## src/hdl/spm_pkg.sv

```systemverilog
`timescale 1ns / 1ps
// ----------------------------------------------------------------------------
// spm_pkg: shared types and constants of the sparse polynomial multiplier
// Item codes, queue entry type and default sizes.
// ----------------------------------------------------------------------------
package spm_pkg;

  localparam int unsigned MAX_TERMS_DEF = 8;
  localparam int unsigned COEFF_W       = 16;
  localparam int unsigned POWER_W       = 8;
  localparam int unsigned PCOEFF_W      = 32;
  localparam int unsigned PPOWER_W      = 9;

  typedef enum logic [1:0] {
    ACT_LOAD_A  = 2'd0,
    ACT_LOAD_B  = 2'd1,
    ACT_COMPUTE = 2'd2
  } action_e;

  // one classified beat as it travels from front to back
  typedef struct packed {
    action_e                    act;
    logic signed [COEFF_W-1:0]  coeff;
    logic [POWER_W-1:0]         power;
  } cmd_t;

endpackage

```

## src/hdl/sparse_polynomial_multiply_unit.sv

```systemverilog
`timescale 1ns / 1ps
// Latency: a load beat goes through the command queue and, once the engine is idle, into its
// term store; a compute beat gives its first result after two walks of all P term pairs, P = pairs.
// Throughput: loads 1 per cycle while no compute is running; compute needs one walk of all P term
// pairs (one pair a cycle through the multiplier) per output term, plus one.
// Reset: asynchronous, active low; queue, counts, flag and output emptied.
// ----------------------------------------------------------------------------
// sparse_polynomial_multiply_unit: sparse polynomial multiplier top level
// Front classifier, command queue and product engine.
// ----------------------------------------------------------------------------
module sparse_polynomial_multiply_unit #(
  parameter int unsigned MaxTerms = spm_pkg::MAX_TERMS_DEF
) (
  input  logic               clk_i,
  input  logic               rst_ni,
  input  logic               push,
  output logic               full,
  input  logic [1:0]         action_i,
  input  logic signed [15:0] term_coeff_i,
  input  logic [7:0]         term_power_i,
  output logic               empty,
  input  logic               pop,
  output logic signed [31:0] out_coeff_o,
  output logic [8:0]         out_power_o,
  output logic               is_last_o,
  output logic               is_empty_o,
  output logic               overflowed_o
);
  import spm_pkg::*;

  logic wr, rd, vld;
  cmd_t wcmd, rcmd;

  spm_front u_front (
    .push         (push),
    .full         (full),
    .action_i     (action_i),
    .term_coeff_i (term_coeff_i),
    .term_power_i (term_power_i),
    .wr_o         (wr),
    .cmd_o        (wcmd)
  );

  spm_fifo u_fifo (
    .clk_i   (clk_i),
    .rst_ni  (rst_ni),
    .wr_i    (wr),
    .wdata_i (wcmd),
    .full_o  (full),
    .rd_i    (rd),
    .vld_o   (vld),
    .rdata_o (rcmd)
  );

  spm_back #(.MaxTerms(MaxTerms)) u_back (
    .clk_i        (clk_i),
    .rst_ni       (rst_ni),
    .vld_i        (vld),
    .cmd_i        (rcmd),
    .rd_o         (rd),
    .empty        (empty),
    .pop          (pop),
    .out_coeff_o  (out_coeff_o),
    .out_power_o  (out_power_o),
    .is_last_o    (is_last_o),
    .is_empty_o   (is_empty_o),
    .overflowed_o (overflowed_o)
  );

endmodule

```

## src/hdl/spm_front.sv

```systemverilog
`timescale 1ns / 1ps
// ----------------------------------------------------------------------------
// spm_front: input classifier
// Takes input beats, drops unused codes and builds queue entries.
// ----------------------------------------------------------------------------
module spm_front (
  input  logic               push,
  input  logic               full,
  input  logic [1:0]         action_i,
  input  logic signed [15:0] term_coeff_i,
  input  logic [7:0]         term_power_i,
  output logic               wr_o,
  output spm_pkg::cmd_t      cmd_o
);
  import spm_pkg::*;

  logic known;

  // codes 0..2 are work; anything else is taken and discarded
  always_comb begin
    unique case (action_i)
      ACT_LOAD_A, ACT_LOAD_B, ACT_COMPUTE: known = 1'b1;
      default:                             known = 1'b0;
    endcase
  end

  assign wr_o        = push && !full && known;
  assign cmd_o.act   = action_e'(action_i);
  assign cmd_o.coeff = term_coeff_i;
  assign cmd_o.power = term_power_i;

endmodule

```

## src/hdl/spm_fifo.sv

```systemverilog
`timescale 1ns / 1ps
// ----------------------------------------------------------------------------
// spm_fifo: two-entry command queue
// Decouples the classifier from the compute engine.
// ----------------------------------------------------------------------------
module spm_fifo (
  input  logic          clk_i,
  input  logic          rst_ni,
  input  logic          wr_i,
  input  spm_pkg::cmd_t wdata_i,
  output logic          full_o,
  input  logic          rd_i,
  output logic          vld_o,
  output spm_pkg::cmd_t rdata_o
);
  import spm_pkg::*;

  cmd_t       mem_q [2];
  logic       wptr_q, rptr_q;
  logic [1:0] cnt_q;

  assign full_o  = cnt_q[1];
  assign vld_o   = cnt_q != 2'd0;
  assign rdata_o = mem_q[rptr_q];

  // pointers and fill count
  always_ff @(posedge clk_i or negedge rst_ni) begin
    if (!rst_ni) begin
      wptr_q <= 1'b0;
      rptr_q <= 1'b0;
      cnt_q  <= 2'd0;
    end else begin
      if (wr_i) wptr_q <= ~wptr_q;
      if (rd_i) rptr_q <= ~rptr_q;
      cnt_q <= cnt_q + {1'b0, wr_i} - {1'b0, rd_i};
    end
  end

  // entry storage
  always_ff @(posedge clk_i) begin
    if (wr_i) mem_q[wptr_q] <= wdata_i;
  end

endmodule

```

## src/hdl/spm_back.sv

```systemverilog
`timescale 1ns / 1ps
// ----------------------------------------------------------------------------
// spm_back: term stores and product engine
// Holds loaded terms; for a compute beat walks all term pairs once per
// output term and once more, each walk finding the next lower power and its sum.
// ----------------------------------------------------------------------------
module spm_back #(
  parameter int unsigned MaxTerms = spm_pkg::MAX_TERMS_DEF
) (
  input  logic               clk_i,
  input  logic               rst_ni,
  input  logic               vld_i,
  input  spm_pkg::cmd_t      cmd_i,
  output logic               rd_o,
  output logic               empty,
  input  logic               pop,
  output logic signed [31:0] out_coeff_o,
  output logic [8:0]         out_power_o,
  output logic               is_last_o,
  output logic               is_empty_o,
  output logic               overflowed_o
);
  import spm_pkg::*;

  localparam int unsigned IW = (MaxTerms > 1) ? $clog2(MaxTerms) : 1;
  localparam int unsigned CW = $clog2(MaxTerms + 1);
  localparam logic [CW-1:0] CntMax = CW'(MaxTerms);

  localparam logic [2:0] ST_IDLE    = 3'd0;
  localparam logic [2:0] ST_WALK    = 3'd1;
  localparam logic [2:0] ST_DRAIN   = 3'd2;
  localparam logic [2:0] ST_RESOLVE = 3'd3;
  localparam logic [2:0] ST_EMPTY   = 3'd4;

  // term stores
  logic signed [COEFF_W-1:0] a_coef_q [MaxTerms];
  logic [POWER_W-1:0]        a_pow_q  [MaxTerms];
  logic signed [COEFF_W-1:0] b_coef_q [MaxTerms];
  logic [POWER_W-1:0]        b_pow_q  [MaxTerms];
  logic [CW-1:0]             a_cnt_q, a_cnt_d, b_cnt_q, b_cnt_d;
  logic                      ovf_q, ovf_d;
  logic                      a_we, b_we;

  logic [2:0]                state_q, state_d;
  logic [IW-1:0]             i_q, i_d, j_q, j_d;

  // multiply stage
  logic                      v1_q, v1_d;
  logic signed [31:0]        prod1_q;
  logic [PPOWER_W-1:0]       pw1_q;

  // walk accumulator
  logic                      fnd_q, fnd_d;
  logic [PPOWER_W-1:0]       bpw_q, bpw_d;
  logic signed [31:0]        bsum_q, bsum_d;
  logic [PPOWER_W:0]         lim_q, lim_d;

  // term found by the previous walk, not yet sent
  logic                      pv_q, pv_d;
  logic [PPOWER_W-1:0]       ppw_q, ppw_d;
  logic signed [31:0]        psum_q, psum_d;

  // output register
  logic                      ov_q, ov_d;
  logic signed [31:0]        oc_q, oc_d;
  logic [PPOWER_W-1:0]       op_q, op_d;
  logic                      ol_q, ol_d, oe_q, oe_d, oo_q, oo_d;
  logic                      slot_free, last_j, last_i;

  assign slot_free = !ov_q || pop;
  assign last_j    = (CW'(j_q) + CW'(1)) == b_cnt_q;
  assign last_i    = (CW'(i_q) + CW'(1)) == a_cnt_q;

  // sequencer
  always_comb begin
    state_d = state_q;
    rd_o    = 1'b0;
    a_we    = 1'b0;
    b_we    = 1'b0;
    a_cnt_d = a_cnt_q;
    b_cnt_d = b_cnt_q;
    ovf_d   = ovf_q;
    i_d     = i_q;
    j_d     = j_q;
    v1_d    = 1'b0;
    fnd_d   = fnd_q;
    bpw_d   = bpw_q;
    bsum_d  = bsum_q;
    lim_d   = lim_q;
    pv_d    = pv_q;
    ppw_d   = ppw_q;
    psum_d  = psum_q;
    ov_d    = ov_q && !pop;
    oc_d    = oc_q;
    op_d    = op_q;
    ol_d    = ol_q;
    oe_d    = oe_q;
    oo_d    = oo_q;

    // accumulate the pair leaving the multiply stage
    if (v1_q && ({1'b0, pw1_q} < lim_q)) begin
      if (!fnd_q || (pw1_q > bpw_q)) begin
        fnd_d  = 1'b1;
        bpw_d  = pw1_q;
        bsum_d = prod1_q;
      end else if (pw1_q == bpw_q) begin
        bsum_d = bsum_q + prod1_q;
      end
    end

    unique case (state_q)
      ST_IDLE: begin
        if (vld_i) begin
          rd_o = 1'b1;
          unique case (cmd_i.act)
            ACT_LOAD_A: begin
              if (a_cnt_q == CntMax) ovf_d = 1'b1;
              else begin
                a_we    = 1'b1;
                a_cnt_d = a_cnt_q + CW'(1);
              end
            end
            ACT_LOAD_B: begin
              if (b_cnt_q == CntMax) ovf_d = 1'b1;
              else begin
                b_we    = 1'b1;
                b_cnt_d = b_cnt_q + CW'(1);
              end
            end
            default: begin
              if (a_cnt_q == '0 || b_cnt_q == '0) state_d = ST_EMPTY;
              else begin
                state_d = ST_WALK;
                i_d     = '0;
                j_d     = '0;
                fnd_d   = 1'b0;
                pv_d    = 1'b0;
                lim_d   = {1'b0, {PPOWER_W{1'b1}}};
              end
            end
          endcase
        end
      end
      ST_WALK: begin
        v1_d = 1'b1;
        if (last_j) begin
          j_d = '0;
          if (last_i) state_d = ST_DRAIN;
          else        i_d     = i_q + IW'(1);
        end else begin
          j_d = j_q + IW'(1);
        end
      end
      ST_DRAIN: begin
        if (!v1_q) state_d = ST_RESOLVE;
      end
      ST_RESOLVE: begin
        if (fnd_q) begin
          if (!pv_q || slot_free) begin
            if (pv_q) begin
              ov_d = 1'b1;
              oc_d = psum_q;
              op_d = ppw_q;
              ol_d = 1'b0;
              oe_d = 1'b0;
              oo_d = ovf_q;
            end
            pv_d    = 1'b1;
            ppw_d   = bpw_q;
            psum_d  = bsum_q;
            lim_d   = {1'b0, bpw_q};
            fnd_d   = 1'b0;
            i_d     = '0;
            j_d     = '0;
            state_d = ST_WALK;
          end
        end else if (slot_free) begin
          ov_d    = 1'b1;
          oc_d    = psum_q;
          op_d    = ppw_q;
          ol_d    = 1'b1;
          oe_d    = 1'b0;
          oo_d    = ovf_q;
          a_cnt_d = '0;
          b_cnt_d = '0;
          ovf_d   = 1'b0;
          pv_d    = 1'b0;
          state_d = ST_IDLE;
        end
      end
      ST_EMPTY: begin
        if (slot_free) begin
          ov_d    = 1'b1;
          oc_d    = '0;
          op_d    = '0;
          ol_d    = 1'b1;
          oe_d    = 1'b1;
          oo_d    = ovf_q;
          a_cnt_d = '0;
          b_cnt_d = '0;
          ovf_d   = 1'b0;
          state_d = ST_IDLE;
        end
      end
      default: state_d = ST_IDLE;
    endcase
  end

  // control state
  always_ff @(posedge clk_i or negedge rst_ni) begin
    if (!rst_ni) begin
      state_q <= ST_IDLE;
      a_cnt_q <= '0;
      b_cnt_q <= '0;
      ovf_q   <= 1'b0;
      v1_q    <= 1'b0;
      fnd_q   <= 1'b0;
      pv_q    <= 1'b0;
      ov_q    <= 1'b0;
    end else begin
      state_q <= state_d;
      a_cnt_q <= a_cnt_d;
      b_cnt_q <= b_cnt_d;
      ovf_q   <= ovf_d;
      v1_q    <= v1_d;
      fnd_q   <= fnd_d;
      pv_q    <= pv_d;
      ov_q    <= ov_d;
    end
  end

  // payload: stores, multiply stage, accumulators, output beat
  always_ff @(posedge clk_i) begin
    if (a_we) begin
      a_coef_q[a_cnt_q[IW-1:0]] <= cmd_i.coeff;
      a_pow_q[a_cnt_q[IW-1:0]]  <= cmd_i.power;
    end
    if (b_we) begin
      b_coef_q[b_cnt_q[IW-1:0]] <= cmd_i.coeff;
      b_pow_q[b_cnt_q[IW-1:0]]  <= cmd_i.power;
    end
    prod1_q <= a_coef_q[i_q] * b_coef_q[j_q];
    pw1_q   <= {1'b0, a_pow_q[i_q]} + {1'b0, b_pow_q[j_q]};
    i_q     <= i_d;
    j_q     <= j_d;
    bpw_q   <= bpw_d;
    bsum_q  <= bsum_d;
    lim_q   <= lim_d;
    ppw_q   <= ppw_d;
    psum_q  <= psum_d;
    oc_q    <= oc_d;
    op_q    <= op_d;
    ol_q    <= ol_d;
    oe_q    <= oe_d;
    oo_q    <= oo_d;
  end

  assign empty        = !ov_q;
  assign out_coeff_o  = oc_q;
  assign out_power_o  = op_q;
  assign is_last_o    = ol_q;
  assign is_empty_o   = oe_q;
  assign overflowed_o = oo_q;

endmodule

```

## config.mk

```make
export PLATFORM = sky130hd
export DESIGN_NAME = sparse_polynomial_multiply_unit
export DESIGN_NICKNAME = d
export VERILOG_FILES = /design/src/hdl/spm_pkg.sv /design/src/hdl/sparse_polynomial_multiply_unit.sv /design/src/hdl/spm_front.sv /design/src/hdl/spm_fifo.sv /design/src/hdl/spm_back.sv
export SDC_FILE = /design/constraint.sdc
export NUM_CORES = 1
export LEC_CHECK = 0
export BUFFER_PORTS_ARGS = -buffer_cell sky130_fd_sc_hd__buf_4
export CAP_MARGIN = 20
export CORE_MARGIN = 2
export CORE_UTILIZATION = 45
export CTS_CLUSTER_SIZE = 25
export DETAILED_ROUTE_END_ITERATION = 16
export PLACE_DENSITY_LB_ADDON = 0.08
export REMOVE_ABC_BUFFERS = 1
export SLEW_MARGIN = 20
export SYNTH_ARGS = -nofsm -noshare
export SYNTH_HDL_FRONTEND = slang
export SYNTH_SLANG_ARGS = --single-unit
```

## constraint.sdc

```tcl
create_clock -name clk_i -period 7.38 [get_ports clk_i]
set_clock_uncertainty 0.1 [all_clocks]
set_input_delay 1.107 -clock clk_i [delete_from_list [all_inputs] [get_ports clk_i]]
set_output_delay 1.107 -clock clk_i [all_outputs]
set_load 0.01 [all_outputs]
```

==> flow_metrics.env <==
export IMPL_status="finished, final reports clean"
export IMPL_drt_iter0_markers=1183
export IMPL_max_stage_delay_ns=0.51
export IMPL_drc=0
export IMPL_postCtsHoldBufs=0
export IMPL_placedCellCount=3734
export IMPL_synth_edff_count=577
export IMPL_die_height_um=285
export IMPL_rsz0062_at_grt="false"
export IMPL_drive_gt1_share_pct=18.0
export IMPL_crit_arrival_ns=7.48
export IMPL_clockBufferDepth=3
export IMPL_coreArea_um2=78700
export IMPL_io_pins=76
export IMPL_fin_crit_sh_pct=96.0
export IMPL_timing_reg2reg_worst_path_depth=27
export IMPL_dr_pass1_iters=5
export IMPL_antenna_found_initial=3
export IMPL_grt_pass1_wl_um=125000
export IMPL_crit_path_frequent_cell="fa_1"
export IMPL_ys_seq_area_share_pct=52.6
export IMPL_place_ws_ns=-0.00343
export IMPL_rrSetupSlack_ns=0.29
export IMPL_cpMaxStageDelayCell="mux4_2"
export IMPL_antenna_left=0
export IMPL_overflow=0
export IMPL_port_buffers=75
export IMPL_worstMarginPinSlew_ns=0.997
export IMPL_relSlewSlack_pct=31.8
export IMPL_end_kind="flop"
export IMPL_syn_avg_cell_area_um2=13.8
export IMPL_die_w_um=285
export IMPL_cts_sinks=644
export IMPL_nets=3208
export IMPL_start_kind="flop"
export IMPL_instances_no_fill=3872
export IMPL_synth_area_um2=35700
export IMPL_vias=20200
export IMPL_grt_max_degree=49
export IMPL_ys_warn_count=0
export IMPL_path_max_fanout=15
export IMPL_track_usage_pct=20.1
export IMPL_nFillCells=6660
export IMPL_wl_per_cell_um=20.6
export IMPL_cap_violations=0
export IMPL_gp_congestion=0.916
export IMPL_numCtsBuffers=73
export IMPL_setup_ws_ns=0.293
export IMPL_yosys_top_cells_count="edfxtp_1, inv_1, fa_1"
export IMPL_fin_crit_ns=7.09
export IMPL_routed_wirelength_um=79900
export IMPL_cts_tree="built"
export IMPL_tns_ns=0
export IMPL_drv_slew=0
export IMPL_hp_class="in2async"
export IMPL_reg2reg_to="u_back.prod1_q[30]"
export IMPL_clk_pin_slew_worst_paths_ns=0.06
export IMPL_critPathBufInv=8
export IMPL_cts_htree_levels=3
export IMPL_syn_inst=2576
export IMPL_path_delay_family="adder cells"
export IMPL_path_class="reg2reg"
export IMPL_synth_top_cell_by_area="edfxtp_1"
export IMPL_hpwl_um=56600
export IMPL_fmax_ghz=0.141
export IMPL_synth_top_cell_area_share_pct=48.6
export IMPL_rows=103
export IMPL_n_antenna_cell=0
export IMPL_finalHoldViolations=0
export IMPL_required_ns=7.77
export IMPL_hold_ws_ns=0.258
export IMPL_viasPerCell=5.21
export IMPL_synth_most_common_cell="edfxtp_1"
export IMPL_ys_async_sr_fraction_pct=3.11
export IMPL_clock_latency_ns=0.64
export IMPL_grt_pass1_vias=21500
export IMPL_ctsRootBufferMaster="clkbuf_16"
export IMPL_ys_flop_type="edfxtp_1"
export IMPL_synthTopCellsByArea="edfxtp_1, fa_1, mux4_2, ha_1, inv_1"
export IMPL_ys_seq_elements=644
export IMPL_initial_core_util_pct=45.3
export IMPL_layout_area_overhead_vs_synth_pct=14.2
export IMPL_die_area_um2=81500
export IMPL_synth_cell_types=69
export IMPL_setup_violations=0
-- flip-flops by register name (all words and copies together), names as in the netlist, 32 cells and up, named ones only --
signal,flops
u_back.a_coef_q,128
u_back.a_pow_q,64
u_back.b_coef_q,128
u_back.b_pow_q,64
u_back.bsum_q,32
u_back.out_coeff_o,32
u_back.prod1_q,32
u_back.psum_q,32
u_fifo.mem_q,52
-- worst max-delay path by stage --
| stage | start | end | slack, ns | cells after the start |
|---|---|---|---|---|
| floorplan | flop | u_back.prod1_q[30] | -1.44 | 23 |
| detailed placement | flop | u_back.prod1_q[30] | -0.003 | 25 |
| global route | flop | u_back.prod1_q[30] | 0.008 | 26 |
| finish | flop | u_back.prod1_q[30] | 0.29 | 27 |
| CTS | flop | u_back.prod1_q[30] | 0.11 | 26 |
| global placement | flop | u_back.prod1_q[30] | 0.09 | 25 |
-- routing by layer --
layer	up-vias	GRT usage (%)	share of wire, %
li1	9327	-	-
met1	10300	27.3	45
met2	435	34.4	49
met3	95	2.81	4.2
met4	0	4.86	1.8
met5	-	0	0
-- through the flow --
step | util (%) | area (um^2)
after global placement | 48.5 | 38200
after global routing | 51.7 | 40700
after CTS | 51.5 | 40500
final | 51.7 | 40700
after detailed placement | 48.5 | 38200
after floorplan | - | 35400
-- kinds of logic after synthesis --
logic type / share of synthesized area, %
DFF: 52.6
and+or+nand+nor: 6.93
buffers and inverters: 4.55
adders and majority gates: 19.9
AOI/OAI and AO/OA: 4.66
muxes: 9.06
xor gates and xnor gates: 2.21
-- cell usage in the layout, fill, tap and decap left out, drive strengths merged, types with 50 or more instances in the layout --
| cell type | n |
|---|---|
| a21oi | 90 |
| nor2 | 223 |
| fa | 264 |
| o21ai | 51 |
| xnor2 | 60 |
| mux2 | 67 |
| nand2 | 175 |
| inv | 359 |
| and2 | 50 |
| edfxtp | 577 |
| clkbuf | 92 |
| mux4 | 97 |
| buf | 184 |
| ha | 146 |
-- final cells by class --
type | instances | area [um^2] | area share, %
clock buffers | 91 | 1910 | 4.70
clock inverters | 38 | 398 | 0.977
inverters | 355 | 1330 | 3.27
multi-input cells | 1509 | 15400 | 37.8
flip-flops and latches | 644 | 18800 | 46.1
well taps | 1050 | 1310 | 3.23
repair buffers | 185 | 1580 | 3.88
-- what timing repair did --
item / in CTS / in global routing
gates resized for setup: 1 / 20
setup buffers: 0 / 8
cloned: 0 / 1
setup endpoints to repair: 1 / 5
Power is left out: the tool's default activity adds up to more than one toggle a clock period on the data nets, which glitch-free logic cannot reach.
